===== config.mk =====
export PLATFORM = sky130hd
export DESIGN_NAME = cpb_cell
export DESIGN_NICKNAME = d
export VERILOG_FILES = /design/src/rtl/cpb_pkg.sv /design/src/rtl/cpb_cell.sv
export SDC_FILE = /design/constraint.sdc
export NUM_CORES = 1
export LEC_CHECK = 0
export BUFFER_PORTS_ARGS = -buffer_cell sky130_fd_sc_hd__buf_2
export CORE_MARGIN = 2
export CORE_UTILIZATION = 40
export DETAILED_ROUTE_END_ITERATION = 8
export GPL_TIMING_DRIVEN = 0
export PLACE_DENSITY = 0.72
export RECOVER_POWER = 100
export SYNTH_ARGS = -nofsm -noshare
export SYNTH_HDL_FRONTEND = slang
export SYNTH_SLANG_ARGS = --single-unit

===== constraint.sdc =====
create_clock -name clk -period 2 [get_ports clk]
set_clock_uncertainty 0.15 [all_clocks]
set_input_delay 0.2 -clock clk [delete_from_list [all_inputs] [get_ports clk]]
set_output_delay 0.2 -clock clk [all_outputs]
set_load 0.1 [all_outputs]

===== src/rtl/cpb_pkg.sv =====
// Shared constants and types of the color palette builder.
// Used by cpb_cell and color_palette_builder; depends on nothing else.
package cpb_pkg;

  // Table depth and the widths that follow from it
  localparam int PALETTE_DEPTH = 256;
  localparam int IDX_W         = $clog2(PALETTE_DEPTH);
  localparam int CNT_W         = $clog2(PALETTE_DEPTH + 1);

  // Fixed field widths of the ports
  localparam int RGB_W  = 24;
  localparam int COMP_W = 8;
  localparam int PIDX_W = 8;
  localparam int COUNT_W = 9;
  localparam int MAXC_W = 9;

  // Width wide enough to compare count, capacity and depth
  localparam int CAP_W = (CNT_W > MAXC_W) ? CNT_W : MAXC_W;

  localparam logic [MAXC_W-1:0] MAX_COLORS_RESET = 9'd184;

  // Search token that walks down the cell chain
  typedef struct packed {
    logic             active;
    logic [RGB_W-1:0] rgb;
    logic             hit;
    logic [IDX_W-1:0] hit_idx;
  } tok_t;

  // Broadcast write of one table entry
  typedef struct packed {
    logic             en;
    logic [IDX_W-1:0] idx;
    logic [RGB_W-1:0] data;
  } wr_t;

  // One result beat
  typedef struct packed {
    logic [PIDX_W-1:0]  palette_index;
    logic               is_new;
    logic               is_transparent;
    logic               overflow_error;
    logic [COUNT_W-1:0] color_count;
    logic               has_transparent;
    logic               image_done;
  } res_t;

endpackage


===== src/rtl/cpb_cell.sv =====
// One cell of the palette chain: holds one table entry and compares the
// passing search token against it. Depends on cpb_pkg.
module cpb_cell (
  input  logic                     clk,
  input  logic                     rst_n,
  input  logic [cpb_pkg::IDX_W-1:0] cell_idx,
  input  logic [cpb_pkg::CNT_W-1:0] count,
  input  cpb_pkg::wr_t             wr,
  input  cpb_pkg::tok_t            tok_in,
  output cpb_pkg::tok_t            tok_out
);
  import cpb_pkg::*;

  logic [RGB_W-1:0] entry_r;
  tok_t             tok_r;
  logic             occupied;

  // Store the entry when the broadcast write addresses this cell
  always_ff @(posedge clk) begin
    if (wr.en && (wr.idx == cell_idx)) begin
      entry_r <= wr.data;
    end
  end

  // Advance the token one cell per cycle
  always_ff @(posedge clk) begin
    tok_r <= tok_in;
    if (!rst_n) begin
      tok_r.active <= 1'b0;
    end
  end

  // Only entries below the fill count take part in the match
  assign occupied = CNT_W'(cell_idx) < count;

  // Mark the first hit and pass the token on
  always_comb begin
    tok_out = tok_r;
    if (tok_r.active && !tok_r.hit && occupied && (entry_r == tok_r.rgb)) begin
      tok_out.hit     = 1'b1;
      tok_out.hit_idx = cell_idx;
    end
  end

endmodule


==> results.json, run 1 <==
{
  "status": "finished with violations",
  "violations": "setup timing",
  "path_class": "register to primary output",
  "htreeDepth": 3,
  "synth_compound_area_share_pct": 2.822,
  "drt-vias-per-instance": 4.285,
  "grt_pass1_wl_um": 9066,
  "synth-seq-cells": 58,
  "dr.pass1.iters": 3,
  "cpPeakStageDelay_ps": 430,
  "cp-start-kind": "register",
  "place_hpwl_um": 3511,
  "slew_violations": 0,
  "port_buffers": 119,
  "synth.distinct_cells": 23,
  "globalplace.congestion": 0.7182,
  "seqPwrFrac_pct": 43.7,
  "period_needed_ps": 2565,
  "combPwrFrac_pct": 22.3,
  "switching_share_pct": 28.77,
  "core_um2": 5473,
  "fin_nets": 447,
  "ios": 120,
  "clockBufferDepth": 2,
  "min_period_over_period_pct": 128.2,
  "worst_pin_slew_ps": 606.1,
  "critPathLaunch": "entry_r[13]",
  "yosysWarnings": 0,
  "grt_pass1_vias": 1953,
  "hold_slack_ps": 355.6,
  "cts_tree": "done",
  "syn_to_final_growth_pct": 76.31,
  "setup_viol": 9,
  "worstHoldEndpoint": "tok_r[0]",
  "dieHeight_um": 79.18,
  "power.internal_w": 0.002110,
  "vias": 1847,
  "min_path_cells": 2,
  "cts_buffers": 9,
  "synth_area_um2": 2261,
  "drc": 0,
  "layout_common_cells": "buf_2, dlygate4sd3_1, dfxtp_1, xnor2_1",
  "fin_util_pct": 72.84,
  "syn-num-nets": 256,
  "crit_slowest_cell": "edfxtp_1",
  "n_antenna_cell": 0,
  "num_rows": 27,
  "start_util_pct": 41.31,
  "final_common_cell": "buf_2",
  "netlist_instances": 163,
  "critPathRequiredTime_ps": 1650,
  "synthAdderAreaFrac_pct": 3.874,
  "wl_um": 5817,
  "hold_viol": 0,
  "placed_area_um2": 3005,
  "synth_xor_area_share_pct": 12.40,
  "p_sw_w": 0.0008524,
  "rsz0062_at_grt": "true",
  "ant_nets": 0,
  "crit_path_end_kind": "primary output",
  "seq_area_frac_synth_pct": 61.98,
  "postSynthAreaPerCell_um2": 13.87,
  "cts-root-buf": "clkbuf_8",
  "cp_data_arrival_time_ps": 2210,
  "post_drt_wl_per_cell_um": 13.50,
  "setup_tns_ps": -4766,
  "pwr-share-clk_pct": 34.1,
  "drive_above_1_share_pct": 49.30,
  "relSlewSlack_pct": 59.59,
  "design_area_um2": 3986,
  "p_leak_nw": 1.811,
  "holdCritStartpoint": "tok_in[0]",
  "grtUsageTotal_pct": 19.65,
  "max_freq_mhz": 389.9,
  "powerDensity_nw_per_um2": 743.1,
  "crit_chain": "xnor2_2, nand4b_1, nor3_4, o2111ai_4, mux2_4, buf_12",
  "die_w_um": 79.18,
  "finalPower_w": 0.002962,
  "synth.mux.area_fraction_pct": 3.985,
  "antenna_found_initial": 0,
  "clock_sinks": 58,
  "path_max_fanout": 5,
  "synth_top_family_by_area": "XOR/XNOR gates",
  "vdd_drop_max_mv": 0.4425,
  "clkSlewWorstSetupHoldPaths_ps": 60,
  "hp-class": "primary input to register",
  "die-area_um2": 6269,
  "grt_max_degree": 25,
  "drtIter0Drc": 35,
  "setup_slack_ps": -564.6,
  "overflow": 0,
  "cap_viol_max_count": 0,
  "synth_simple_gate_area_share_pct": 5.313
}
[cells by family after synthesis]
group                      count (synthesis)
buffers and inverters                     33
and+or+nand+nor                           19
muxes                                      8
AOI/OAI and AO/OA                          6
DFF                                       58
adders and majority gates                  7
xor gates and xnor gates                  32
[flip-flops by register name, summed over array words and instances (netlist names)]
name and cells:
entry_r 24, tok_out 25, tok_r 9
[power by group through the flow]
stage / clock network, W / registers, W / logic [W]
CTS: 0.00104 / 0.00129 / 0.000648
floorplan: 0 / 0.00131 / 0.000391
global route: 0.00110 / 0.00130 / 0.000696
detailed placement: 0 / 0.00132 / 0.000522
global placement: 0 / 0.00132 / 0.000518
finish: 0.00101 / 0.00129 / 0.000660
[cell usage after synthesis, drive strengths merged]
cell type / count / area [um2]
edfxtp: 24 / 720.7
xor2: 3 / 26.28
and3: 1 / 6.260
ha: 7 / 87.58
nand4b: 2 / 17.52
dfxtp: 34 / 680.7
a211oi: 1 / 12.51
a21o: 2 / 15.01
nor3b: 1 / 7.510
buf: 25 / 187.7
xnor2: 29 / 254.0
o2111ai: 1 / 26.28
nor4: 1 / 6.260
nand4: 7 / 43.79
mux2: 8 / 90.09
and2: 1 / 6.260
nor3: 2 / 10.01
inv: 8 / 30.03
nand2b: 1 / 6.260
or2b: 1 / 7.510
a21oi: 2 / 10.01
nor2: 1 / 3.750
nand3: 1 / 5.000
[critical path, delay by kind of cell, from the launching register on]
kind            cells  cell delay (ps)
buf+inv             1              170
flops               1              430
compound gates      1              250
simple gates        2              490
mux                 1              380
xor+xnor            1              170
[stage by stage]
step                      setup WS [ps]  std cells
after floorplan                  -105.7        163
after global placement           -623.2        354
after detailed placement         -617.2        354
after CTS                        -531.1        429
after global routing             -702.4        431
final                            -564.6        431
[how the worst max path moves through the flow]
stage	endpoint	slack, ps	depth (start not counted)
final	tok_out[0]	-560	6
after global routing	tok_out[5]	-700	6
after CTS	tok_out[0]	-530	6
after detailed placement	tok_out[0]	-620	9
after global placement	tok_out[5]	-620	9
after floorplan	tok_out[0]	-110	7
[layout make-up]
cell class | instances | area (um2)
timing repair buffer | 179 | 1331
inverter | 8 | 42.54
multi-input combinational | 73 | 748.2
buffer | 25 | 187.7
fill | 382 | 1486
tap | 72 | 90.09
clock buffer | 10 | 127.6
sequential | 58 | 1401
clock inverter | 6 | 57.56
[routing by layer]
metal	global-route usage, %	part of all wire [%]
met2	36.27	53
met5	0	0
met1	20.12	37
met4	8.276	1.8
met3	6.591	8.6
[timing repair]
action | in CTS | in global routing
buffers inserted | 0 | 1
endpoints found under the hold margin | 58 | 0
gates cloned | 0 | 1
gates resized for setup | 38 | 7
pin swaps | 0 | 5
hold buffers | 59 | 0
endpoints found under the setup margin | 27 | 9
(Power assumes the default switching activity.)
==> run 2, diff against run 1 <==
--- a/config.mk
+++ b/config.mk
@@ -7,10 +7,10 @@
 export LEC_CHECK = 0
 export BUFFER_PORTS_ARGS = -buffer_cell sky130_fd_sc_hd__buf_2
 export CORE_MARGIN = 2
-export CORE_UTILIZATION = 40
+export CORE_UTILIZATION = 44
 export DETAILED_ROUTE_END_ITERATION = 8
 export GPL_TIMING_DRIVEN = 0
-export PLACE_DENSITY = 0.72
+export PLACE_DENSITY = 0.76
 export RECOVER_POWER = 100
 export SYNTH_ARGS = -nofsm -noshare
 export SYNTH_HDL_FRONTEND = slang
==> constraint.sdc (replaced) <==
create_clock -name clk -period 2.75 [get_ports clk]
set_clock_uncertainty 0.15 [all_clocks]
set_input_delay 0.275 -clock clk [delete_from_list [all_inputs] [get_ports clk]]
set_output_delay 0.275 -clock clk [all_outputs]
set_load 0.1 [all_outputs]
==> run 2 against run 1 <==
Critical endpoint is now tok_out[3]. First-iteration DRC count decreased by 2.9%. Via count increased by 2.9%. The run now ends clean. Largest cell class is now registers. Critical path type unchanged. Count of clock-buffer cells in the layout decreased by 1. Clock power decreased by 7%. Cell area decreased by 3.2%. Critical path depth unchanged.
==> results.json, run 2 (same netlist as run 1, synthesis figures left out) <==
{
  "port_buffers": 119,
  "status": "finished clean",
  "fin_cells": 427,
  "grtUsageMet2_pct": 41.16,
  "grt_max_degree": 25,
  "clock_sinks": 58,
  "hp-class": "primary input to register",
  "globalplace.congestion": 0.7284,
  "hold_viol": 0,
  "antenna_found_initial": 0,
  "holdCritStartpoint": "rst_n",
  "drc": 0,
  "p_leak_nw": 1.684,
  "syn_to_final_growth_pct": 70.67,
  "path_class": "register to primary output",
  "place_ws_ps": 3.428,
  "vias": 1901,
  "rsz0062_at_grt": "true",
  "max_freq_mhz": 379.9,
  "nFillCells": 322,
  "use_met1_pct": 20.19,
  "num_rows": 26,
  "met3_usage_pct": 7.407,
  "critPathLaunch": "entry_r[3]",
  "start_util_pct": 44.84,
  "grt_pass1_vias": 1946,
  "top_usage_layer": "met2",
  "layout_common_cells": "buf_2, dlygate4sd3_1, dfxtp_1, clkbuf_1",
  "drt-vias-per-instance": 4.452,
  "post_drt_wl_per_cell_um": 14.16,
  "die_w_um": 75.68,
  "vdd_drop_max_mv": 0.5263,
  "final_common_cell": "buf_2",
  "post-place-cells": 352,
  "critPathRequiredTime_ps": 2330,
  "ant_nets": 0,
  "relSlewSlack_pct": 20.37,
  "ios": 120,
  "slew_violations": 0,
  "period_needed_ps": 2633,
  "postCtsSetupBuffers": 0,
  "worst_pin_slew_ps": 1200,
  "die-area_um2": 5727,
  "cp-start-kind": "register",
  "fin_nets": 445,
  "n_antenna_cell": 0,
  "overflow": 0,
  "cts_tree": "done",
  "setup_viol": 0,
  "cts-root-buf": "clkbuf_8",
  "dr.pass1.iters": 4,
  "cap_viol_max_count": 0,
  "powerDensity_nw_per_um2": 605.3,
  "drtIter0Drc": 34,
  "drive_above_1_share_pct": 42.02,
  "wl_um": 6048,
  "clkSlewWorstSetupHoldPaths_ps": 80,
  "min_period_over_period_pct": 95.73,
  "clockBufferDepth": 2,
  "cts_buffers": 9,
  "core_um2": 5042,
  "crit_path_end_kind": "primary output",
  "path_max_fanout": 5,
  "place_hpwl_um": 3377,
  "cp_data_arrival_time_ps": 2210,
  "grt_pass1_wl_um": 8493,
  "dieHeight_um": 75.68,
  "setup_slack_ps": 117.5,
  "grtUsageTotal_pct": 21.14,
  "largest_register_ffs": 25,
  "htreeDepth": 3
}
run 2: cell types whose count changed in the layout (fill, tap and decap cells not counted), moves of 2 or more:
| cell | previous run | this run |
|---|---|---|
| buf_12 | 9 | 0 |
| bufinv_16 | 1 | 3 |
| xnor2_1 | 28 | 26 |
| buf_2 | 84 | 82 |
| xnor2_2 | 1 | 3 |
| clkbuf_2 | 25 | 1 |
| mux2_2 | 0 | 8 |
| mux2_4 | 8 | 0 |
| buf_6 | 1 | 8 |
| clkbuf_1 | 2 | 27 |
run 2: path summary, 6_finish.rpt:
path	depth (start not counted)	end
setup / recovery	6	tok_out[3]
hold / removal	2	tok_out[33]
run 2: per-layer routing:
metal | share of wire, % | vias up
met5 | 0 | -
met4 | 1.5 | 0
met3 | 6.3 | 10
met2 | 56 | 85
met1 | 36 | 886
li1 | - | 920
run 2: through the flow:
| stage | TNS, ps | hold WS, ps | utilization, % | instance area, um2 | power, W |
|---|---|---|---|---|---|
| after floorplan | 0 | 152.7 | - | 2261 | 0.001232 |
| after global placement | 0 | 227.3 | 58.39 | 2944 | 0.001322 |
| after detailed placement | 0 | 228.6 | 58.39 | 2944 | 0.001328 |
| after CTS | 0 | 9.068 | 75.14 | 3789 | 0.002334 |
| after global routing | -48.17 | 22.56 | 76.53 | 3859 | 0.002422 |
| final | 0 | 20.80 | 76.53 | 3859 | 0.002336 |
run 2: final cells by class:
cell class / count / area (um2) / share of cell area (%)
plain buffers: 25 / 187.7 / 4.864
clock buffers: 9 / 123.9 / 3.210
clock inverters: 7 / 117.6 / 3.048
inverters: 8 / 30.03 / 0.7782
multi-input cells: 73 / 715.7 / 18.55
flip-flops and latches: 58 / 1401 / 36.32
well taps: 70 / 87.58 / 2.270
repair buffers: 177 / 1195 / 30.97
run 2: report_power, final:
part / internal (W) / leakage, nW / switching (W)
logic: 0.000174 / 1.06 / 0.000277
clock network: 0.000601 / 0.123 / 0.000342
registers: 0.000923 / 0.502 / 0.0000181
total: 0.00170 / 1.68 / 0.000637
run 2: critical path: stages (launching register included):
cell and delay [ps]:
edfxtp_1 430, xnor2_2 170, nand4_1 180, nor3_4 340, o2111ai_4 230, mux2_2 330, buf_6 190
run 2: timing repair:
item / 4_1_cts / 5_1_grt
hold endpoints to repair: 58 / 0
pin swaps: 0 / 3
resized for setup: 9 / 17
setup endpoints to repair: 9 / 9
hold buffers: 58 / 0
cloned: 0 / 1
==> run 3, diff against run 2 <==
--- a/config.mk
+++ b/config.mk
@@ -6,6 +6,7 @@
 export NUM_CORES = 1
 export LEC_CHECK = 0
 export BUFFER_PORTS_ARGS = -buffer_cell sky130_fd_sc_hd__buf_2
+export CORE_ASPECT_RATIO = 1.75
 export CORE_MARGIN = 2
 export CORE_UTILIZATION = 44
 export DETAILED_ROUTE_END_ITERATION = 8
==> run 3 against run 2 <==
Critical path depth increased by 2. Clock power is essentially flat. Non-clock buffer count grew 1. First-iteration DRC count increased by 18%. Count of clock-buffer cells in the layout unchanged. Combinational power decreased by 2%. Sequential share of layout area up 0.99 points. Via count down 4.6%. Power decreased by 0.65%.
==> results.json, run 3 (same netlist as run 1, synthesis figures left out) <==
{
  "vias": 1813,
  "drc": 0,
  "grt_pass1_wl_um": 8983,
  "clock_sinks": 58,
  "p_leak_nw": 1.644,
  "min_path_cells": 2,
  "crit_top_cell": "a21o_1",
  "dieHeight_um": 98.83,
  "ant_nets": 0,
  "start_util_pct": 45.42,
  "worstHoldEndpoint": "tok_out[10]",
  "drtIter0Drc": 40,
  "final_common_cell": "buf_2",
  "holdCritStartpoint": "tok_in[10]",
  "cpPeakStageDelay_ps": 310,
  "finalPower_w": 0.002320,
  "hold_viol": 0,
  "cp-start-kind": "primary input",
  "cts-root-buf": "clkbuf_8",
  "clockBufferDepth": 2,
  "path_max_fanout": 9,
  "cp_data_arrival_time_ps": 2170,
  "cts_buffers": 9,
  "die_w_um": 58.19,
  "grt_max_degree": 25,
  "globalplace.congestion": 0.7443,
  "min_period_over_period_pct": 94.51,
  "setup_viol": 0,
  "path_class": "primary input to primary output",
  "max_freq_mhz": 384.8,
  "largest_register_ffs": 25,
  "grt_pass1_vias": 1983,
  "htreeDepth": 3,
  "clkSlewWorstSetupHoldPaths_ps": 70,
  "port_buffers": 119,
  "period_needed_ps": 2599,
  "syn_to_final_growth_pct": 66.13,
  "crit_path_end_kind": "primary output",
  "antenna_found_initial": 1,
  "drt-vias-per-instance": 4.400,
  "grtUsageTotal_pct": 21.53,
  "cts_tree": "done",
  "fin_util_pct": 75.47,
  "die-area_um2": 5750,
  "vdd_drop_max_mv": 0.5902,
  "status": "finished clean",
  "dr.pass1.iters": 3,
  "wl_um": 5680,
  "postCtsSetupBuffers": 0,
  "crit_chain": "buf_2, ha_1, a21o_1, a21o_1, a211oi_2, o2111ai_4, mux2_2, buf_4",
  "cap_viol_max_count": 0,
  "num_rows": 34,
  "ios": 120,
  "post_drt_wl_per_cell_um": 13.79,
  "core_um2": 4977,
  "drive_above_1_share_pct": 40.62,
  "rsz0062_at_grt": "false",
  "overflow": 0,
  "layout_common_cells": "buf_2, dlygate4sd3_1, dfxtp_1, buf_4, xnor2_1",
  "worst_pin_slew_ps": 1202,
  "crit_slowest_cell": "ha_1",
  "hp-class": "primary input to register",
  "powerDensity_nw_per_um2": 617.8,
  "fin_nets": 445,
  "place_hpwl_um": 3485,
  "relSlewSlack_pct": 20.20,
  "critPathRequiredTime_ps": 2330,
  "slew_violations": 0
}
[run 3: cell types whose count changed in the layout (fill, tap and decap cells not counted), moves of 2 or more]
cell | before | now
xnor2_2 | 3 | 0
nor3_2 | 0 | 2
xnor2_1 | 26 | 29
nor3_4 | 2 | 0
buf_4 | 26 | 33
buf_6 | 8 | 0
clkinv_4 | 2 | 0
[run 3: area by class of cell]
class / instances / area (um2)
sequential: 58 / 1401
fill: 344 / 1221
timing repair buffer: 178 / 1175
multi-input combinational: 72 / 651.9
buffer: 25 / 187.7
clock buffer: 9 / 123.9
clock inverter: 7 / 116.4
tap: 54 / 67.56
inverter: 8 / 30.03
antenna: 1 / 2.502
[run 3: report_power, final]
| part | leakage [nW] | total (W) | internal [W] | switching (W) |
|---|---|---|---|---|
| logic | 1.02 | 0.000440 | 0.000169 | 0.000270 |
| registers | 0.502 | 0.000939 | 0.000923 | 0.0000160 |
| clock network | 0.120 | 0.000941 | 0.000601 | 0.000340 |
| total | 1.64 | 0.00232 | 0.00169 | 0.000626 |
[run 3: how the worst max path moves through the flow]
stage	slack, ps	cells after the start	endpoint	startpoint
final	150	8	tok_out[1]	cell_idx[2]
after floorplan	160	7	tok_out[8]	count[2]
after global placement	0.9	8	tok_out[4]	cell_idx[2]
after detailed placement	-4	8	tok_out[3]	cell_idx[2]
after CTS	20	6	tok_out[3]	entry_r[15]
after global routing	40	6	tok_out[2]	entry_r[2]
[run 3: critical path, delay by kind of cell]
kind	cells	cell delay, ps
buffers and inverters	2	400
AO/OA/AOI/OAI	4	870
multiplexers	1	310
adder cells (fa/ha/maj)	1	310
[run 3: repair_timing]
item                       4_1_cts  5_1_grt
hold buffers                    59        0
setup endpoints to repair        9        9
hold endpoints to repair        58        0
gates resized for setup          9        2
[run 3: stage by stage]
stage | hold slack, ps | cell area (um2) | setup TNS, ps | worst slack [ps] | cells
2_1_floorplan | 152.7 | 2261 | 0 | 162.2 | 163
4_1_cts | 404.1 | 3777 | 0 | 21.06 | 411
3_5_place_dp | 228.6 | 2924 | -6.447 | -3.948 | 336
5_1_grt | 416.4 | 3756 | 0 | 43.20 | 412
6_report | 428.1 | 3756 | 0 | 150.9 | 412
3_3_place_gp | 227.0 | 2924 | 0 | 0.9417 | 336
[run 3: routing by layer]
layer	share of wire, %	global-route usage [%]	vias to the layer above
li1	-	-	917
met1	33	19.24	818
met2	60	41.61	68
met3	4.5	5.774	10
met4	1.9	10.73	0
met5	0	0	-
